==> src/rtl/lpg_pkg.sv <==
package lpg_pkg;

    // Widest coordinate the block carries; the payload structs use it.
    localparam int LPG_COORD_BITS = 6;

    typedef struct packed {
        logic [LPG_COORD_BITS-1:0] start_x;
        logic [LPG_COORD_BITS-1:0] start_y;
        logic [LPG_COORD_BITS-1:0] end_x;
        logic [LPG_COORD_BITS-1:0] end_y;
    } t_lpg_in;

    typedef struct packed {
        logic [LPG_COORD_BITS-1:0] point_x;
        logic [LPG_COORD_BITS-1:0] point_y;
        logic                      last;
    } t_lpg_out;

    // Axis orientation of a line, handed from the span unit to the sequencer.
    typedef struct packed {
        logic x_major;
        logic x_up;
        logic y_up;
    } t_lpg_dir;

    typedef enum logic {
        LPG_IDLE,
        LPG_RUN
    } t_lpg_state;

endpackage

==> src/rtl/lpg_span.sv <==
module lpg_span #(
    parameter int COORD_BITS = lpg_pkg::LPG_COORD_BITS
) (
    input  logic [COORD_BITS-1:0] i_start_x,
    input  logic [COORD_BITS-1:0] i_start_y,
    input  logic [COORD_BITS-1:0] i_end_x,
    input  logic [COORD_BITS-1:0] i_end_y,
    output lpg_pkg::t_lpg_dir     o_dir,
    output logic [COORD_BITS-1:0] o_big,
    output logic [COORD_BITS-1:0] o_small
);

    logic                  x_up;
    logic                  y_up;
    logic [COORD_BITS-1:0] dx;
    logic [COORD_BITS-1:0] dy;
    logic                  x_major;

    always_comb begin
        x_up    = i_end_x > i_start_x;
        y_up    = i_end_y > i_start_y;
        dx      = x_up ? (i_end_x - i_start_x) : (i_start_x - i_end_x);
        dy      = y_up ? (i_end_y - i_start_y) : (i_start_y - i_end_y);
        // Ties go to x, which makes equal spans a plain diagonal.
        x_major = dx >= dy;

        o_dir.x_major = x_major;
        o_dir.x_up    = x_up;
        o_dir.y_up    = y_up;
        o_big         = x_major ? dx : dy;
        o_small       = x_major ? dy : dx;
    end

endmodule

==> src/rtl/line_point_generator.sv <==
// Line point generator. A transaction on the input side carries a start point
// and an end point; the block answers with every grid point on the line
// between them, end point first and start point last, the last point marked
// by o_point.last. With D the larger of the two axis spans, a line yields D+1
// points, one per clock cycle, each shown on o_point for exactly one cycle
// under o_point_valid. The receiver cannot stall the stream, so it must take
// every point in the cycle it appears. An input transaction is taken when
// start is high while busy is low; busy stays high until the final point has
// been registered, so no new line is taken while one is still in flight.
// The point rate is set by one shared subtract-and-compare unit that
// updates the minor-axis remainder each cycle.
module line_point_generator #(
    parameter int COORD_BITS = lpg_pkg::LPG_COORD_BITS
) (
    input  logic              i_clk,
    input  logic              i_rst_n,
    input  logic              start,
    input  lpg_pkg::t_lpg_in  i_item,
    output logic              busy,
    output logic              o_point_valid,
    output lpg_pkg::t_lpg_out o_point
);

    localparam logic [COORD_BITS-1:0] COORD_ONE = COORD_BITS'(1);

    // Span and direction of the incoming line.
    lpg_pkg::t_lpg_dir     span_dir;
    logic [COORD_BITS-1:0] span_big;
    logic [COORD_BITS-1:0] span_small;

    lpg_span #(
        .COORD_BITS(COORD_BITS)
    ) u_span (
        .i_start_x(i_item.start_x[COORD_BITS-1:0]),
        .i_start_y(i_item.start_y[COORD_BITS-1:0]),
        .i_end_x  (i_item.end_x[COORD_BITS-1:0]),
        .i_end_y  (i_item.end_y[COORD_BITS-1:0]),
        .o_dir    (span_dir),
        .o_big    (span_big),
        .o_small  (span_small)
    );

    // Sequencer and walk state.
    lpg_pkg::t_lpg_state   r_state, n_state;
    lpg_pkg::t_lpg_dir     r_dir, n_dir;
    logic [COORD_BITS-1:0] r_big, n_big;
    logic [COORD_BITS-1:0] r_small, n_small;
    logic [COORD_BITS-1:0] r_step, n_step;     // major-axis steps still to go
    logic [COORD_BITS-1:0] r_rem, n_rem;       // remainder of small*step / big
    logic [COORD_BITS-1:0] r_cur_x, n_cur_x;
    logic [COORD_BITS-1:0] r_cur_y, n_cur_y;

    // Output register.
    logic                  r_out_valid, n_out_valid;
    logic [COORD_BITS-1:0] r_out_x, n_out_x;
    logic [COORD_BITS-1:0] r_out_y, n_out_y;
    logic                  r_out_last, n_out_last;

    // Shared remainder unit: one subtract, its borrow, and the fold-back add.
    logic [COORD_BITS:0]   rem_diff;
    logic                  minor_step;
    logic                  move_x;
    logic                  move_y;
    logic                  accept;

    assign accept     = start && (r_state == lpg_pkg::LPG_IDLE);
    assign rem_diff   = {1'b0, r_rem} - {1'b0, r_small};
    assign minor_step = rem_diff[COORD_BITS];
    assign move_x     = r_dir.x_major || minor_step;
    assign move_y     = !r_dir.x_major || minor_step;

    always_ff @(posedge i_clk) begin
        if (!i_rst_n) begin
            r_state     <= lpg_pkg::LPG_IDLE;
            r_out_valid <= 1'b0;
        end else begin
            r_state     <= n_state;
            r_out_valid <= n_out_valid;
        end
    end

    always_ff @(posedge i_clk) begin
        r_dir      <= n_dir;
        r_big      <= n_big;
        r_small    <= n_small;
        r_step     <= n_step;
        r_rem      <= n_rem;
        r_cur_x    <= n_cur_x;
        r_cur_y    <= n_cur_y;
        r_out_x    <= n_out_x;
        r_out_y    <= n_out_y;
        r_out_last <= n_out_last;
    end

    always_comb begin
        n_state     = r_state;
        n_dir       = r_dir;
        n_big       = r_big;
        n_small     = r_small;
        n_step      = r_step;
        n_rem       = r_rem;
        n_cur_x     = r_cur_x;
        n_cur_y     = r_cur_y;
        n_out_valid = 1'b0;
        n_out_x     = r_out_x;
        n_out_y     = r_out_y;
        n_out_last  = r_out_last;

        case (r_state)
            lpg_pkg::LPG_IDLE: begin
                if (accept) begin
                    // Begin at the end point: step = big, minor offset = small,
                    // remainder zero.
                    n_state = lpg_pkg::LPG_RUN;
                    n_dir   = span_dir;
                    n_big   = span_big;
                    n_small = span_small;
                    n_step  = span_big;
                    n_rem   = '0;
                    n_cur_x = i_item.end_x[COORD_BITS-1:0];
                    n_cur_y = i_item.end_y[COORD_BITS-1:0];
                end
            end
            lpg_pkg::LPG_RUN: begin
                // Emit the current point.
                n_out_valid = 1'b1;
                n_out_x     = r_cur_x;
                n_out_y     = r_cur_y;
                n_out_last  = (r_step == '0);

                if (r_step == '0) begin
                    n_state = lpg_pkg::LPG_IDLE;
                end else begin
                    // Advance one major step toward the start point; drop the
                    // minor quotient by one whenever the remainder borrows.
                    n_step = r_step - COORD_ONE;
                    n_rem  = minor_step ? (rem_diff[COORD_BITS-1:0] + r_big)
                                        : rem_diff[COORD_BITS-1:0];
                    if (move_x) begin
                        n_cur_x = r_dir.x_up ? (r_cur_x - COORD_ONE)
                                             : (r_cur_x + COORD_ONE);
                    end
                    if (move_y) begin
                        n_cur_y = r_dir.y_up ? (r_cur_y - COORD_ONE)
                                             : (r_cur_y + COORD_ONE);
                    end
                end
            end
            default: begin
                n_state = lpg_pkg::LPG_IDLE;
            end
        endcase
    end

    assign busy          = (r_state != lpg_pkg::LPG_IDLE);
    assign o_point_valid = r_out_valid;

    // Widen the coordinates to the payload width.
    always_comb begin
        o_point         = '0;
        o_point.point_x = lpg_pkg::LPG_COORD_BITS'(r_out_x);
        o_point.point_y = lpg_pkg::LPG_COORD_BITS'(r_out_y);
        o_point.last    = r_out_last;
    end

endmodule
==> config.mk <==
export PLATFORM = sky130hd
export DESIGN_NAME = line_point_generator
export DESIGN_NICKNAME = d
export VERILOG_FILES = /design/src/rtl/lpg_pkg.sv /design/src/rtl/lpg_span.sv /design/src/rtl/line_point_generator.sv
export SDC_FILE = /design/constraint.sdc
export NUM_CORES = 1
export LEC_CHECK = 0
export BUFFER_PORTS_ARGS = -buffer_cell sky130_fd_sc_hd__buf_2
export CORE_MARGIN = 2
export CORE_UTILIZATION = 35
export CTS_CLUSTER_DIAMETER = 50
export DETAILED_ROUTE_END_ITERATION = 6
export PLACE_DENSITY_LB_ADDON = 0.3
export SYNTH_ARGS = -nofsm -noshare
export SYNTH_HDL_FRONTEND = slang
export SYNTH_SLANG_ARGS = --single-unit
==> constraint.sdc <==
create_clock -name i_clk -period 4.9 [get_ports i_clk]
set_clock_uncertainty 0.15 [all_clocks]
set_input_delay 0.98 -clock i_clk [delete_from_list [all_inputs] [get_ports i_clk]]
set_output_delay 0.98 -clock i_clk [all_outputs]
set_load 0.005 [all_outputs]
==> Word level (Yosys, flattened, before mapping) <==
Index checks and enable logic that the tools add are counted.
Widths: inputs -> output; s select.
{ "word_totals": {"register_bits": 54, "out_inout_bits": 15, "elab_cells": 67} }
{ "op_classes": {"add_sub_neg": 11, "order_cmp": 3, "eq_ne": 4, "n_mux": 25, "bitwise": 1, "reduce_logical": 9} }
{ "op_table": {"columns": ["op", "n"], "rows": [
  ["$mux 6", 17],
  ["$pmux 6 s2", 4],
  ["$sub 6x6->6", 4],
  ["$sub 6x1->6 const B", 3],
  ["$add 6x1->6 const B", 2],
  ["$gt 6x6->1", 2],
  ["$sub 6x6->7", 1],
  ["$add 6x6->6", 1],
  ["$ge 6x6->1", 1],
  ["$logic_not 6->1", 1],
  ["$reduce_and 3->1", 2],
  ["$ne 2x1->1 const B", 2],
  ["$ne 2x2->1 const B", 2],
  ["$reduce_and 2->1", 2],
  ["$mux 1", 3],
  ["$logic_or 1x1->1", 2],
  ["$pmux 1 s2", 1],
  ["$logic_and 1x1->1", 1],
  ["$logic_not 1->1", 1],
  ["$not 1->1", 1]
]} }

==> Longest topological paths before layout <==
Gate-level depths: netlist of the first run.
{ "logic_depth": {"ltp_word": 6, "ltp_mapped": 17, "mapped_depth_nobuf": 17} }

==> Hierarchy <==
From an unflattened synthesis of the first run, not the netlist that was laid out.
{ "hier_totals": {"cells_unflattened": 385, "area_unflattened_um2": 4144.0} }
{ "by_module_without_submodules": {"columns": ["module", "n_inst", "cells_each", "area_per_inst_um2", "seq_area_each_um2"], "rows": [
  ["line_point_generator", 1, 237, 2917.8, 1601.5],
  ["lpg_span", 1, 148, 1226.2, 0.0]
]} }

==> Worst setup path after synthesis of the first run <==
No wires, ideal clock.
{ "synth_path": {"path_type": "input -> register", "startpoint": "input i_item[6] (netlist bit)", "endpoint": "register r_step[4], data pin", "arrival_time_ns": 3.890, "t_required_ns": 4.490, "path_slack_ns": 0.600, "cell_stages": 15, "path_buffers": 0, "path_cell_list": "inv_1 -> ha_1 -> inv_1 -> fa_1 -> a21oi_1 -> o211ai_2 -> nand2_4 -> mux2i_1 -> xor2_1 -> inv_1 -> ha_1 -> nor2_1 -> o31ai_4 -> mux2_2 -> mux2_2"} }
{ "synth_via": {"elab_chain_cells": 6} }
{ "synth_lines": {"columns": ["element", "line", "text"], "rows": [
  ["from (decl)", "line_point_generator.sv:18", "input lpg_pkg::t_lpg_in i_item,"],
  ["$sub 6x6->6 or $gt 6x6->1 (tied branches)", "lpg_span.sv:22, lpg_span.sv:20", null],
  ["$mux 6 (*)", "lpg_span.sv:22", "dx = x_up ? (i_end_x - i_start_x) : (i_start_x - i_end_x);"],
  ["$ge 6x6->1", "lpg_span.sv:25", "x_major = dx >= dy;"],
  ["$mux 6 (*)", "lpg_span.sv:30", "o_big = x_major ? dx : dy;"],
  ["via span_big[4]", "line_point_generator.sv:28", "logic [COORD_BITS-1:0] span_big;"],
  ["$mux 6 (*)", "line_point_generator.sv:111", "if (accept) begin"],
  ["$pmux 6 s2 (*)", "line_point_generator.sv:109", "case (r_state)"],
  ["via n_step[4]", "line_point_generator.sv:48", "logic [COORD_BITS-1:0] r_step, n_step;"],
  ["to (signal assigned)", "line_point_generator.sv:86", "r_step <= n_step;"],
  ["to (decl)", "line_point_generator.sv:48", null]
]} }
The timed path passes the listed nets; every way through them passes the cells marked *. The select of a mux whose other input is x is not followed.
A chain may end at the register's enable or synchronous reset.

==> Worst setup path after layout of the first run <==
{ "layout_path": {"startpoint": "input i_item[0] (netlist bit)", "endpoint": "register r_step[3], data pin"} }
{ "layout_via": {"elab_chain_cells": 6} }
{ "layout_lines": {"columns": ["element", "line", "text"], "rows": [
  ["$sub 6x6->6 or $gt 6x6->1 (tied branches)", "lpg_span.sv:23, lpg_span.sv:21", null],
  ["$mux 6 (*)", "lpg_span.sv:23", "dy = y_up ? (i_end_y - i_start_y) : (i_start_y - i_end_y);"],
  ["$ge 6x6->1", "lpg_span.sv:25", null],
  ["$mux 6 (*)", "lpg_span.sv:30", null],
  ["$mux 6 (*)", "line_point_generator.sv:111", null],
  ["$pmux 6 s2 (*)", "line_point_generator.sv:109", null],
  ["via n_step[3]", "line_point_generator.sv:48", null]
]} }
Marked as above.

==> summary.txt, run 1 <==
Outcome
  – Status: complete, but fails checks
  – Violations in the final reports: DRC

Die
  – Core Rows: 39
  – Die outline width: 113 um
  – Vertical extent of the die: 113 um
  – Initial Utilization: 36.2%
  – Total die area: 12,800 um2
  – Floorplan core area: 11,500 um2
  – I/O pin cnt: 42

Yosys
  – Post-Synthesis Net Count: 476
  – Flops & latches, synth: 54
  – Gate count of the mapped netlist: 392
  – Average cell area after synthesis: 10.6 um2
  – Share of synthesized registers carrying an async set or reset: 0%
  – Sequential fraction of the synthesis area: 38.4%
  – Yosys warning count: 0
  – Flip-flop cell with the highest count after synthesis: edfxtp_1
  – Cell area after synthesis: 4170 um2
  – Number of synthesized flops with an enable pin: 52
  – Number of distinct library cell variants in the gate-level netlist after synthesis: 54

Global route
  – Global-route congestion overflow total: 0
  – Overall routing resource usage: 13.5%
  – Via count of the first global-routing pass: 2,825
  – Largest net degree at the start of global routing: 31
  – Antenna violations before repair: 0
  – Global-route wire length before repair: 13,800 um

Detailed routing
  – Vias/cell: 4.92
  – Detailed-route DRC error count: 3
  – Remaining antenna violation count: 0
  – Average wire length per cell after detail routing: 14.2 um
  – Final routed wirelength across all metal layers: 8240 um
  – Count of TritonRoute iterations in the first routing pass: 6
  – Total number of vias: 2,850
  – Detailed Route Iter0 Violations: 162

Place
  – Post-detail-place hpwl: 6670 um
  – Total of buffers placed on input and output ports: 41
  – GPL Wtd Cong: 0.770

Clock tree
  – Root Driver: clkbuf_16
  – Clock tree from TritonCTS: yes
  – Post-CTS sizing: 0
  – Quantity of hold-fixing buffers added after cts: 0
  – H-tree levels: 2
  – Number of buffers on the longest clock path: 2
  – Sink Count: 54
  – Clk slew on worst S/H paths: 0.07 ns
  – Clock buffers created by TritonCTS: 5
  – # Post-CTS Setup Buffers: 0
  – Clock latency of the later-clocked register in the worst-skew pair: 0.29 ns

Power
  – Part of the total power dissipated in the clock network: 15.9%
  – Pwr/cell area: 477 nW/um2
  – Sequential Power Share: 32.4%
  – Internal power: 0.00140 W
  – Net Sw Frac: 37.5%
  – Worst-case vdd ir drop: 169 uV
  – Net switching power of the design: 0.000842 W
  – Combinational share of power: 51.7%
  – Reported leakage power: 2.15 nW

STA
  – Final Max Slew Viols: 0
  – Crit path time final: 4.41 ns
  – Post-route fraction of the period consumed by the critical path: 90.1%
  – WHS: 0.309 ns
  – Unrepaired setup endpoints after global routing: false
  – Worst-Margin Slew: 0.848 ns
  – Total Neg Setup Slack: 0 ns
  – Endpoints failing setup: 0
  – Fmax: 227 MHz
  – Slew headroom: 43.2%
  – Endpoints failing hold: 0

Worst setup path
  – Crit path depth: 17
  – Slowest-stage cell, CP: a221oi_1
  – CP required: 4.84 ns
  – CP cell instances: buf_2 -> inv_1 -> ha_1 -> inv_1 -> fa_1 -> a21o_1 -> a21oi_1 -> a21oi_1 -> a221oi_1 -> inv_1 -> ha_1 -> a21o_1 -> a21oi_1 -> o31ai_4 -> buf_12 -> and2_1 -> a221oi_1
  – Critical path buffer and inverter count: 5
  – Startpoint of the most critical register-to-register path: r_rem[0]$_SDFFCE_PN0P_
  – Largest delay share family, worst path: compound AO/OA/AOI/OAI gates
  – Worst setup EP type: flop
  – Type of the setup path with the least slack: in2reg
  – R2R setup slack: 1.79 ns
  – Slowest stage delay, CP: 0.49 ns
  – Reg-to-Reg End: r_rem[5]$_SDFFCE_PN0P_
  – Number of cells traversed by the worst register-to-register path: 11
  – Critical path fanouts, max: 16
  – CP startpoint: i_item[0]
  – Crit path to: r_step[3]$_DFFE_PP_
  – Startpoint Class: primary input
  – Data arrival at the endpoint of the critical path: 4.35 ns

Cells and area
  – Number of nets in the layout: 519
  – Antenna fix cells: 0
  – Syn-to-layout area delta: 12.7%
  – Layout cells sized above 1: 17.7%

Flow run
  – Max Cap Viol: 0

Min path
  – Hold WC Path Type: reg2reg
cell usage in the layout, fill, tap and decap left out, types with 4 or more instances in the layout:
cell / count
fa_1: 8
buf_4: 4
nand3_1: 7
a21oi_1: 25
o21ai_0: 9
nand2_1: 20
xnor2_1: 18
clkbuf_16: 5
edfxtp_1: 52
ha_1: 49
nor3_1: 7
mux2i_1: 20
nor2_1: 13
xor2_1: 7
and2_1: 4
o21bai_1: 5
inv_1: 61
a221oi_1: 6
a21o_1: 15
buf_2: 41
a211oi_1: 5
cell type report:
cell class	count	area, um2
sequential	54	1600
multi-input combinational	266	2280
fill	1093	6810
tap	143	179
clock inverter	2	12.5
clock buffer	6	139
timing repair buffer	46	255
inverter	62	233
registers in the layout, indices dropped and copies added (netlist names), 6 cells and up:
name and flops:
r_step 6, r_small 6, r_cur_x 6, r_out_x 6, r_out_y 6, r_big 6, r_rem 6, r_cur_y 6
worst min-delay path by stage:
stage,slack [ns],end,depth (start not counted),from
6_report,0.31,r_out_y[2]$_DFFE_PP_,0,r_cur_y[2]$_DFFE_PP_
5_1_grt,0.33,r_out_y[4]$_DFFE_PP_,0,r_cur_y[4]$_DFFE_PP_
4_1_cts,0.31,r_out_y[2]$_DFFE_PP_,0,r_cur_y[2]$_DFFE_PP_
3_5_place_dp,0.29,r_out_y[2]$_DFFE_PP_,0,r_cur_y[2]$_DFFE_PP_
3_3_place_gp,0.29,r_out_y[2]$_DFFE_PP_,0,r_cur_y[2]$_DFFE_PP_
2_1_floorplan,0.28,r_out_x[2]$_DFFE_PP_,0,r_cur_x[2]$_DFFE_PP_
power by group through the flow:
stage          sequential, W  combinational, W  clock [W]
5_1_grt             0.000739           0.00132   0.000381
3_3_place_gp        0.000734           0.00113          0
6_report            0.000727           0.00116   0.000356
3_5_place_dp        0.000736           0.00116          0
2_1_floorplan       0.000722          0.000914          0
4_1_cts             0.000727           0.00117   0.000364
per-layer routing:
metal	GRT usage, %	wire length, um	vias to the layer above
met2	22.1	3770	40
met1	18.8	4060	1331
li1	-	-	1470
met5	0	0	-
met3	1.77	283	9
met4	3.90	122	0
Yosys cell counts (all sizes together) (4+ instances only):
cell    count  area [um2]
o21bai      5        37.5
a21oi      28         151
xnor2      18         158
and2        5        32.5
a221oi      6        52.6
buf         7        45.0
edfxtp     52        1560
fa          8         160
nor2       13        48.8
inv        62         233
nor3        7        35.0
ha         49         613
mux2        4        48.8
a21o       15         113
nand3       8        52.6
a211oi      7        62.6
mux2i      23         241
xor2        8        77.6
o21ai      10        61.3
nand2      22        92.6
per-stage QoR:
stage	power, W	worst slack [ns]	utilization [%]	std cells	instance area [um2]
6_report	0.00224	0.487	40.8	579	4700
5_1_grt	0.00244	0.240	40.8	579	4700
4_1_cts	0.00226	0.484	40.8	579	4700
3_5_place_dp	0.00189	0.222	39.5	571	4550
3_3_place_gp	0.00187	0.276	39.5	571	4550
2_1_floorplan	0.00164	0.600	-	392	4170
logic make-up (layout without fill, tap and decap cells):
logic type	Yosys count	after routing	share of synthesized area, %
AOI/OAI and AO/OA	86	86	14.8
xor gates and xnor gates	26	26	5.64
adders and majority gates	57	57	18.5
buffers and inverters	72	116	6.93
DFF	54	54	38.4
muxes	27	27	6.96
and+or+nand+nor	70	70	8.73
Power figures use the tool's default switching activity.
==> run 2: changes to the inputs <==
--- a/config.mk
+++ b/config.mk
@@ -11,6 +11,8 @@
 export CTS_CLUSTER_DIAMETER = 50
 export DETAILED_ROUTE_END_ITERATION = 6
 export PLACE_DENSITY_LB_ADDON = 0.3
+export RECOVER_POWER = 100
+export SLEW_MARGIN = 40
 export SYNTH_ARGS = -nofsm -noshare
 export SYNTH_HDL_FRONTEND = slang
 export SYNTH_SLANG_ARGS = --single-unit
==> run 2 against run 1 <==
Effect of this change:
- the flow still finishes with violations (DRC)
- cell count unchanged
- combinational power about the same
- critical path depth up 1
- maximum frequency down 1.4%
- sequential power about the same
- sequential share of layout area up 0.22 points
- clock-buffer cell count unchanged
- utilization down 0.26 points
- routed wire length about the same
- design area down 0.64%
- non-clock buffer count unchanged
- setup slack worse by 0.063 ns
- highest routed layer unchanged
==> summary.txt, run 2 (synthesized netlist as in run 1, its figures left out) <==
Die
  – Vertical extent of the die: 113 um (unchanged)
  – Core Rows: 39 (unchanged)
  – Initial Utilization: 36.2% (unchanged)
  – Total die area: 12,800 um2 (unchanged)
  – Die outline width: 113 um (unchanged)
  – Floorplan core area: 11,500 um2 (unchanged)
  – I/O pin cnt: 42 (unchanged)

Global route
  – Global-route wire length before repair: 13,800 um (unchanged)
  – Overall routing resource usage: 13.5% (unchanged)
  – Via count of the first global-routing pass: 2,825 (unchanged)
  – Antenna violations before repair: 0 (unchanged)
  – Global-route congestion overflow total: 0 (unchanged)
  – Largest net degree at the start of global routing: 31 (unchanged)

Power
  – Pwr/cell area: 478 nW/um2 (+0.17%)
  – Combinational share of power: 51.6% (about the same)
  – Net switching power of the design: 0.000840 W (-0.20%)
  – Part of the total power dissipated in the clock network: 15.8% (about the same)
  – Sequential Power Share: 32.6% (+0.2 points)
  – Net Sw Frac: 37.6% (+0.10 points)
  – Worst-case vdd ir drop: 166 uV (-1.7%)
  – Internal power: 0.00139 W (-0.64%)
  – Reported leakage power: 2.12 nW (-1.5%)

Worst setup path
  – Most used cell along the critical path: inv_1
  – Slowest-stage cell, CP: fa_1
  – Critical path fanouts, max: 16 (unchanged)
  – CP required: 4.83 ns (about the same)
  – Slowest stage delay, CP: 0.40 ns (-0.09 ns)
  – Startpoint Class: primary input
  – CP cell instances: clkbuf_1 -> inv_1 -> ha_1 -> inv_1 -> fa_1 -> a21oi_1 -> o211ai_2 -> nand2_1 -> mux2i_1 -> xor2_1 -> inv_1 -> ha_1 -> a21o_1 -> a21oi_1 -> o31ai_4 -> buf_12 -> and2_0 -> a221oi_1
  – Worst setup EP type: flop
  – Data arrival at the endpoint of the critical path: 4.41 ns (+0.06 ns)
  – Type of the setup path with the least slack: in2reg
  – Number of cells traversed by the worst register-to-register path: 11 (unchanged)

Cells and area
  – Layout cells sized above 1: 14.4% (-3.2 points)
  – Sequential cell area: 1600 um2 (unchanged)
  – Fillcell total: 1,104 (+1.0%)
  – Final core area utilization: 40.6% (-0.26 points)
  – Finished Layout Cells: 579 (unchanged)
  – Finished layout cell area: 4670 um2 (-0.64%)
  – Leading cell type in the layout, fill and taps excluded: inv_1
  – Highest-count cells in the layout ignoring fill and taps: 62 x inv_1, 52 x edfxtp_1, 49 x ha_1, 35 x buf_2, 25 x a21oi_1
  – Syn-to-layout area delta: 12.0%
  – Antenna fix cells: 0 (unchanged)
  – Number of nets in the layout: 519 (unchanged)
  – Multi-input gate area: 2270 um2 (-0.49%)

Clock tree
  – Clock tree from TritonCTS: yes
  – Quantity of hold-fixing buffers added after cts: 0 (unchanged)
  – Clock latency of the later-clocked register in the worst-skew pair: 0.28 ns (about the same)
  – Post-CTS sizing: 0 (unchanged)
  – Sink Count: 54 (unchanged)
  – H-tree levels: 2 (unchanged)
  – Number of buffers on the longest clock path: 2 (unchanged)
  – Root Driver: clkbuf_16
  – # Post-CTS Setup Buffers: 0 (unchanged)
  – Clk slew on worst S/H paths: 0.07 ns (about the same)
  – Clock buffers created by TritonCTS: 5 (unchanged)

Detailed routing
  – Final routed wirelength across all metal layers: 8230 um (about the same)
  – Average wire length per cell after detail routing: 14.2 um (about the same)
  – Count of TritonRoute iterations in the first routing pass: 6 (unchanged)
  – Total number of vias: 2,842 (-0.28%)
  – Vias/cell: 4.91 (-0.28%)
  – Remaining antenna violation count: 0 (unchanged)
  – Detailed Route Iter0 Violations: 159 (-1.9%)
  – Detailed-route DRC error count: 3 (unchanged)

STA
  – Fmax: 223 MHz (-1.4%)
  – Final Max Slew Viols: 0 (unchanged)
  – Worst-Margin Slew: 1.26 ns (+0.416 ns)
  – Post-route fraction of the period consumed by the critical path: 91.3% (+1.3 points)
  – Endpoints failing hold: 0 (unchanged)
  – Total Neg Setup Slack: 0 ns (unchanged)
  – Unrepaired setup endpoints after global routing: false
  – Smallest setup slack after layout: 0.425 ns (-0.0625 ns)
  – Crit path time final: 4.48 ns (+0.0625 ns)
  – Endpoints failing setup: 0 (unchanged)
  – Slew headroom: 15.8% (-27 points)

Place
  – Worst slack at placement: 0.222 ns (unchanged)
  – Area after detailed placement: 4550 um2 (unchanged)
  – Post-detail-place hpwl: 6670 um (unchanged)
  – GPL Wtd Cong: 0.770 (unchanged)
  – Total of buffers placed on input and output ports: 41 (unchanged)
  – Post-placement cell count: 571 (unchanged)

Flow run
  – Max Cap Viol: 0 (unchanged)

Outcome
  – Status: complete, but fails checks
  – Violations in the final reports: DRC

Min path
  – Hold-critical path depth: 0 (unchanged)
  – Hold WC Path Type: reg2reg
-- run 2: changes by cell type in the layout (fill, tap and decap cells not counted), sizes merged --
cell	delta
buf	-9
clkbuf	+9
-- run 2: cell type report --
cell class,count,area share [%]
tap,143,3.83
sequential,54,34.3
clock inverter,2,0.268
multi-input combinational,266,48.6
clock buffer,6,2.97
inverter,62,4.98
timing repair buffer,46,5.06
-- run 2: per-layer routing --
metal	GRT usage, %	vias up	wire length, um
met2	22.1	40	3830
met1	18.8	1328	4020
met5	0	-	0
met3	1.77	4	298
li1	-	1470	-
met4	3.90	0	85
-- run 2: power by group through the flow --
| stage | registers (W) | clock network, W | logic [W] |
|---|---|---|---|
| floorplan | 0.000722 | 0 | 0.000914 |
| finish | 0.000728 | 0.000353 | 0.00115 |
| global placement | 0.000734 | 0 | 0.00113 |
| global route | 0.000740 | 0.000381 | 0.00131 |
| CTS | 0.000727 | 0.000364 | 0.00117 |
| detailed placement | 0.000736 | 0 | 0.00116 |
-- run 2: per-stage QoR --
stage / hold WS [ns] / power, W
2_1_floorplan: 0.281 / 0.00164
3_5_place_dp: 0.295 / 0.00189
3_3_place_gp: 0.287 / 0.00187
4_1_cts: 0.311 / 0.00226
5_1_grt: 0.326 / 0.00243
6_report: 0.309 / 0.00223
-- run 2: worst max-delay path: cells and delay by family --
family,cells,cell delay (ns)
compound gates,6,1.12
fa+ha+maj,3,0.77
buf+inv,5,0.51
simple gates,2,0.46
xor+xnor,1,0.31
mux,1,0.26
-- run 2: worst paths after layout --
| path | slack [ns] | startpoint | end |
|---|---|---|---|
| setup / recovery | 0.42 | i_item[6] | r_step[3]$_DFFE_PP_ |
| hold / removal | 0.31 | r_cur_y[2]$_DFFE_PP_ | r_out_y[2]$_DFFE_PP_ |
| hold reg to reg | 0.31 | r_cur_y[2]$_DFFE_PP_ | r_out_y[2]$_DFFE_PP_ |
| setup reg to reg | 1.79 | r_rem[0]$_SDFFCE_PN0P_ | r_rem[5]$_SDFFCE_PN0P_ |
==> run 3: changes to the inputs <==
--- a/config.mk
+++ b/config.mk
@@ -11,7 +11,6 @@
 export CTS_CLUSTER_DIAMETER = 50
 export DETAILED_ROUTE_END_ITERATION = 6
 export PLACE_DENSITY_LB_ADDON = 0.3
-export RECOVER_POWER = 100
 export SLEW_MARGIN = 40
 export SYNTH_ARGS = -nofsm -noshare
 export SYNTH_HDL_FRONTEND = slang
==> constraint.sdc (replaced) <==
create_clock -name i_clk -period 3.7 [get_ports i_clk]
set_clock_uncertainty 0.15 [all_clocks]
set_input_delay 0.74 -clock i_clk [delete_from_list [all_inputs] [get_ports i_clk]]
set_output_delay 0.74 -clock i_clk [all_outputs]
set_load 0.005 [all_outputs]
==> run 3 against run 2 <==
Effect of this change:
- the run ends with DRC, setup timing left
- critical path depth decreased by 2
- total power increased by 52%
- utilization increased by 8.4 points
- sequential power increased by 33%
- non-clock buffer count increased by 81
- routed wire length increased by 16%
- critical path type unchanged
- highest routed layer unchanged
==> summary.txt, run 3 (synthesized netlist as in run 1, its figures left out) <==
STA
  – Worst-Margin Slew: 0.705 ns (-0.559 ns)
  – Endpoints failing setup: 4 (+4)
  – Endpoints failing hold: 0 (unchanged)
  – Final Max Slew Viols: 0 (unchanged)
  – Crit path time final: 3.78 ns
  – Smallest setup slack after layout: -0.0839 ns (-0.509 ns)
  – Slew headroom: 52.8% (+37 points)
  – Fmax: 264 MHz
  – Post-route fraction of the period consumed by the critical path: 102%
  – Unrepaired setup endpoints after global routing: true

Place
  – Area after detailed placement: 5080 um2 (+12%)
  – Total of buffers placed on input and output ports: 41 (unchanged)
  – GPL Wtd Cong: 0.819 (+6.4%)
  – Post-detail-place hpwl: 7310 um (+9.7%)

Die
  – I/O pin cnt: 42 (unchanged)
  – Initial Utilization: 36.2% (unchanged)
  – Die outline width: 113 um (unchanged)
  – Vertical extent of the die: 113 um (unchanged)
  – Floorplan core area: 11,500 um2 (unchanged)
  – Total die area: 12,800 um2 (unchanged)
  – Core Rows: 39 (unchanged)

Global route
  – Overall routing resource usage: 15.0% (+1.5 points)
  – Global-route congestion overflow total: 0 (unchanged)
  – Via count of the first global-routing pass: 3,268 (+16%)
  – Largest net degree at the start of global routing: 31 (unchanged)
  – Global-route wire length before repair: 15,400 um (+12%)
  – Antenna violations before repair: 0 (unchanged)

Detailed routing
  – Remaining antenna violation count: 0 (unchanged)
  – Average wire length per cell after detail routing: 14.4 um (+1.6%)
  – Detailed-route DRC error count: 5 (+2)
  – Count of TritonRoute iterations in the first routing pass: 6 (unchanged)
  – Vias/cell: 4.89 (-0.39%)
  – Final routed wirelength across all metal layers: 9540 um (+16%)
  – Detailed Route Iter0 Violations: 239 (+50%)
  – Total number of vias: 3,227 (+14%)

Worst setup path
  – Largest delay share family, worst path: multiplexers
  – R2R setup slack: 0.51 ns (-1.28 ns)
  – Slowest-stage cell, CP: fa_2
  – Data arrival at the endpoint of the critical path: 3.68 ns (-0.73 ns)
  – Critical path buffer and inverter count: 4 (-1)
  – Slowest stage delay, CP: 0.36 ns (-0.04 ns)
  – Reg-to-Reg End: r_rem[5]$_SDFFCE_PN0P_
  – Number of cells traversed by the worst register-to-register path: 11 (unchanged)
  – Startpoint Class: primary input
  – CP cell instances: buf_6 -> inv_4 -> ha_4 -> inv_2 -> fa_2 -> a21oi_2 -> o211ai_2 -> o21ai_4 -> buf_6 -> mux2i_2 -> xor2_2 -> ha_4 -> nand3_4 -> o31ai_4 -> mux2_4 -> mux2_2
  – Type of the setup path with the least slack: in2reg
  – Startpoint of the most critical register-to-register path: r_rem[0]$_SDFFCE_PN0P_
  – CP required: 3.59 ns (-1.24 ns)
  – Worst setup EP type: flop
  – Critical path fanouts, max: 4 (-12)

Clock tree
  – Clock latency of the later-clocked register in the worst-skew pair: 0.29 ns (about the same)
  – H-tree levels: 2 (unchanged)
  – Clk slew on worst S/H paths: 0.06 ns (about the same)
  – Sink Count: 54 (unchanged)
  – Root Driver: clkbuf_16
  – Clock buffers created by TritonCTS: 5 (unchanged)
  – Quantity of hold-fixing buffers added after cts: 0 (unchanged)
  – Clock tree from TritonCTS: yes
  – Number of buffers on the longest clock path: 2 (unchanged)

Min path
  – HP Start: r_cur_y[2]$_DFFE_PP_
  – Hold WC Path Type: reg2reg
  – End of the worst hold path: r_out_y[2]$_DFFE_PP_
  – Hold-critical path depth: 0 (unchanged)

Power
  – Power consumption: 0.00340 W (+52%)
  – Part of the total power dissipated in the clock network: 13.2% (-2.6 points)
  – Reported leakage power: 2.58 nW (+22%)
  – Net Sw Frac: 37.0% (-0.62 points)
  – Net switching power of the design: 0.00126 W (+50%)
  – Worst-case vdd ir drop: 246 uV (+48%)
  – Sequential Power Share: 28.4% (-4.2 points)
  – Combinational share of power: 58.4% (+6.8 points)
  – Pwr/cell area: 602 nW/um2 (+26%)
  – Internal power: 0.00214 W (+54%)

Cells and area
  – Antenna fix cells: 0 (unchanged)
  – Leading cell type in the layout, fill and taps excluded: buf_4
  – Sequential cell area: 1600 um2 (unchanged)
  – Highest-count cells in the layout ignoring fill and taps: 79 x buf_4, 54 x inv_1, 52 x edfxtp_1, 37 x ha_1, 37 x buf_2
  – Multi-input gate area: 2560 um2 (+13%)
  – Finished layout cell area: 5640 um2 (+21%)
  – Number of nets in the layout: 600 (+16%)
  – Fillcell total: 1,034 (-6.3%)
  – Layout cells sized above 1: 39.3% (+25 points)
  – Final core area utilization: 49.0% (+8.4 points)
  – Syn-to-layout area delta: 35.2%

Flow run
  – Max Cap Viol: 0 (unchanged)

Outcome
  – Violations in the final reports: DRC, setup timing
  – Status: complete, but fails checks
[run 3: worst register-to-register path: stages (launching register included)]
cell       delay, ns
edfxtp_1        0.36
inv_1           0.06
ha_1            0.16
inv_1           0.06
fa_1            0.57
ha_1            0.26
a21o_1          0.16
a21o_1          0.21
a2111oi_0       0.45
a41oi_1         0.10
a31oi_1         0.28
mux2i_1         0.12
[run 3: layout make-up]
type / instances / share of cell area, %
multi-input combinational: 266 / 45.4
sequential: 54 / 28.4
timing repair buffer: 127 / 16.2
inverter: 62 / 4.43
tap: 143 / 3.17
clock buffer: 6 / 2.28
clock inverter: 2 / 0.155
[run 3: power groups by stage]
stage	combinational [W]	clock [W]	sequential (W)
finish	0.00198	0.000448	0.000965
global route	0.00221	0.000477	0.000986
CTS	0.00180	0.000456	0.000965
detailed placement	0.00171	0	0.000977
global placement	0.00166	0	0.000974
floorplan	0.00125	0	0.000956
[run 3: worst max path at each step]
stage	depth (start not counted)	from	slack (ns)	endpoint
2_1_floorplan	15	i_item[6]	-0.23	r_step[4]$_DFFE_PP_
3_3_place_gp	17	i_item[0]	-0.43	r_step[3]$_DFFE_PP_
3_5_place_dp	17	i_item[0]	-0.54	r_step[3]$_DFFE_PP_
4_1_cts	16	i_item[0]	-0.02	r_step[4]$_DFFE_PP_
5_1_grt	18	i_item[0]	-0.20	r_step[3]$_DFFE_PP_
6_report	16	i_item[0]	-0.08	r_step[4]$_DFFE_PP_
[run 3: what timing repair did]
item | CTS | global route
gates resized for setup | 20 | 43
pin swaps | 16 | 21
gates cloned | 0 | 1
setup buffers | 9 | 8
setup endpoints to repair | 14 | 18
[run 3: per-stage QoR]
stage / hold slack, ns / worst slack [ns] / std cells / setup TNS (ns)
2_1_floorplan: 0.281 / -0.232 / 392 / -0.489
3_3_place_gp: 0.291 / -0.425 / 634 / -5.73
3_5_place_dp: 0.294 / -0.544 / 634 / -6.93
4_1_cts: 0.309 / -0.0178 / 651 / -0.0536
5_1_grt: 0.336 / -0.197 / 660 / -1.58
6_report: 0.310 / -0.0839 / 660 / -0.155
[run 3: metal layers]
metal	vias up	routed length, um	share of wire (%)	track usage, %
met5	-	0	0	0
met4	0	118	1.2	3.82
met3	9	313	3.3	2.14
met2	58	4570	48	26.0
met1	1535	4530	48	19.8
li1	1625	-	-	-
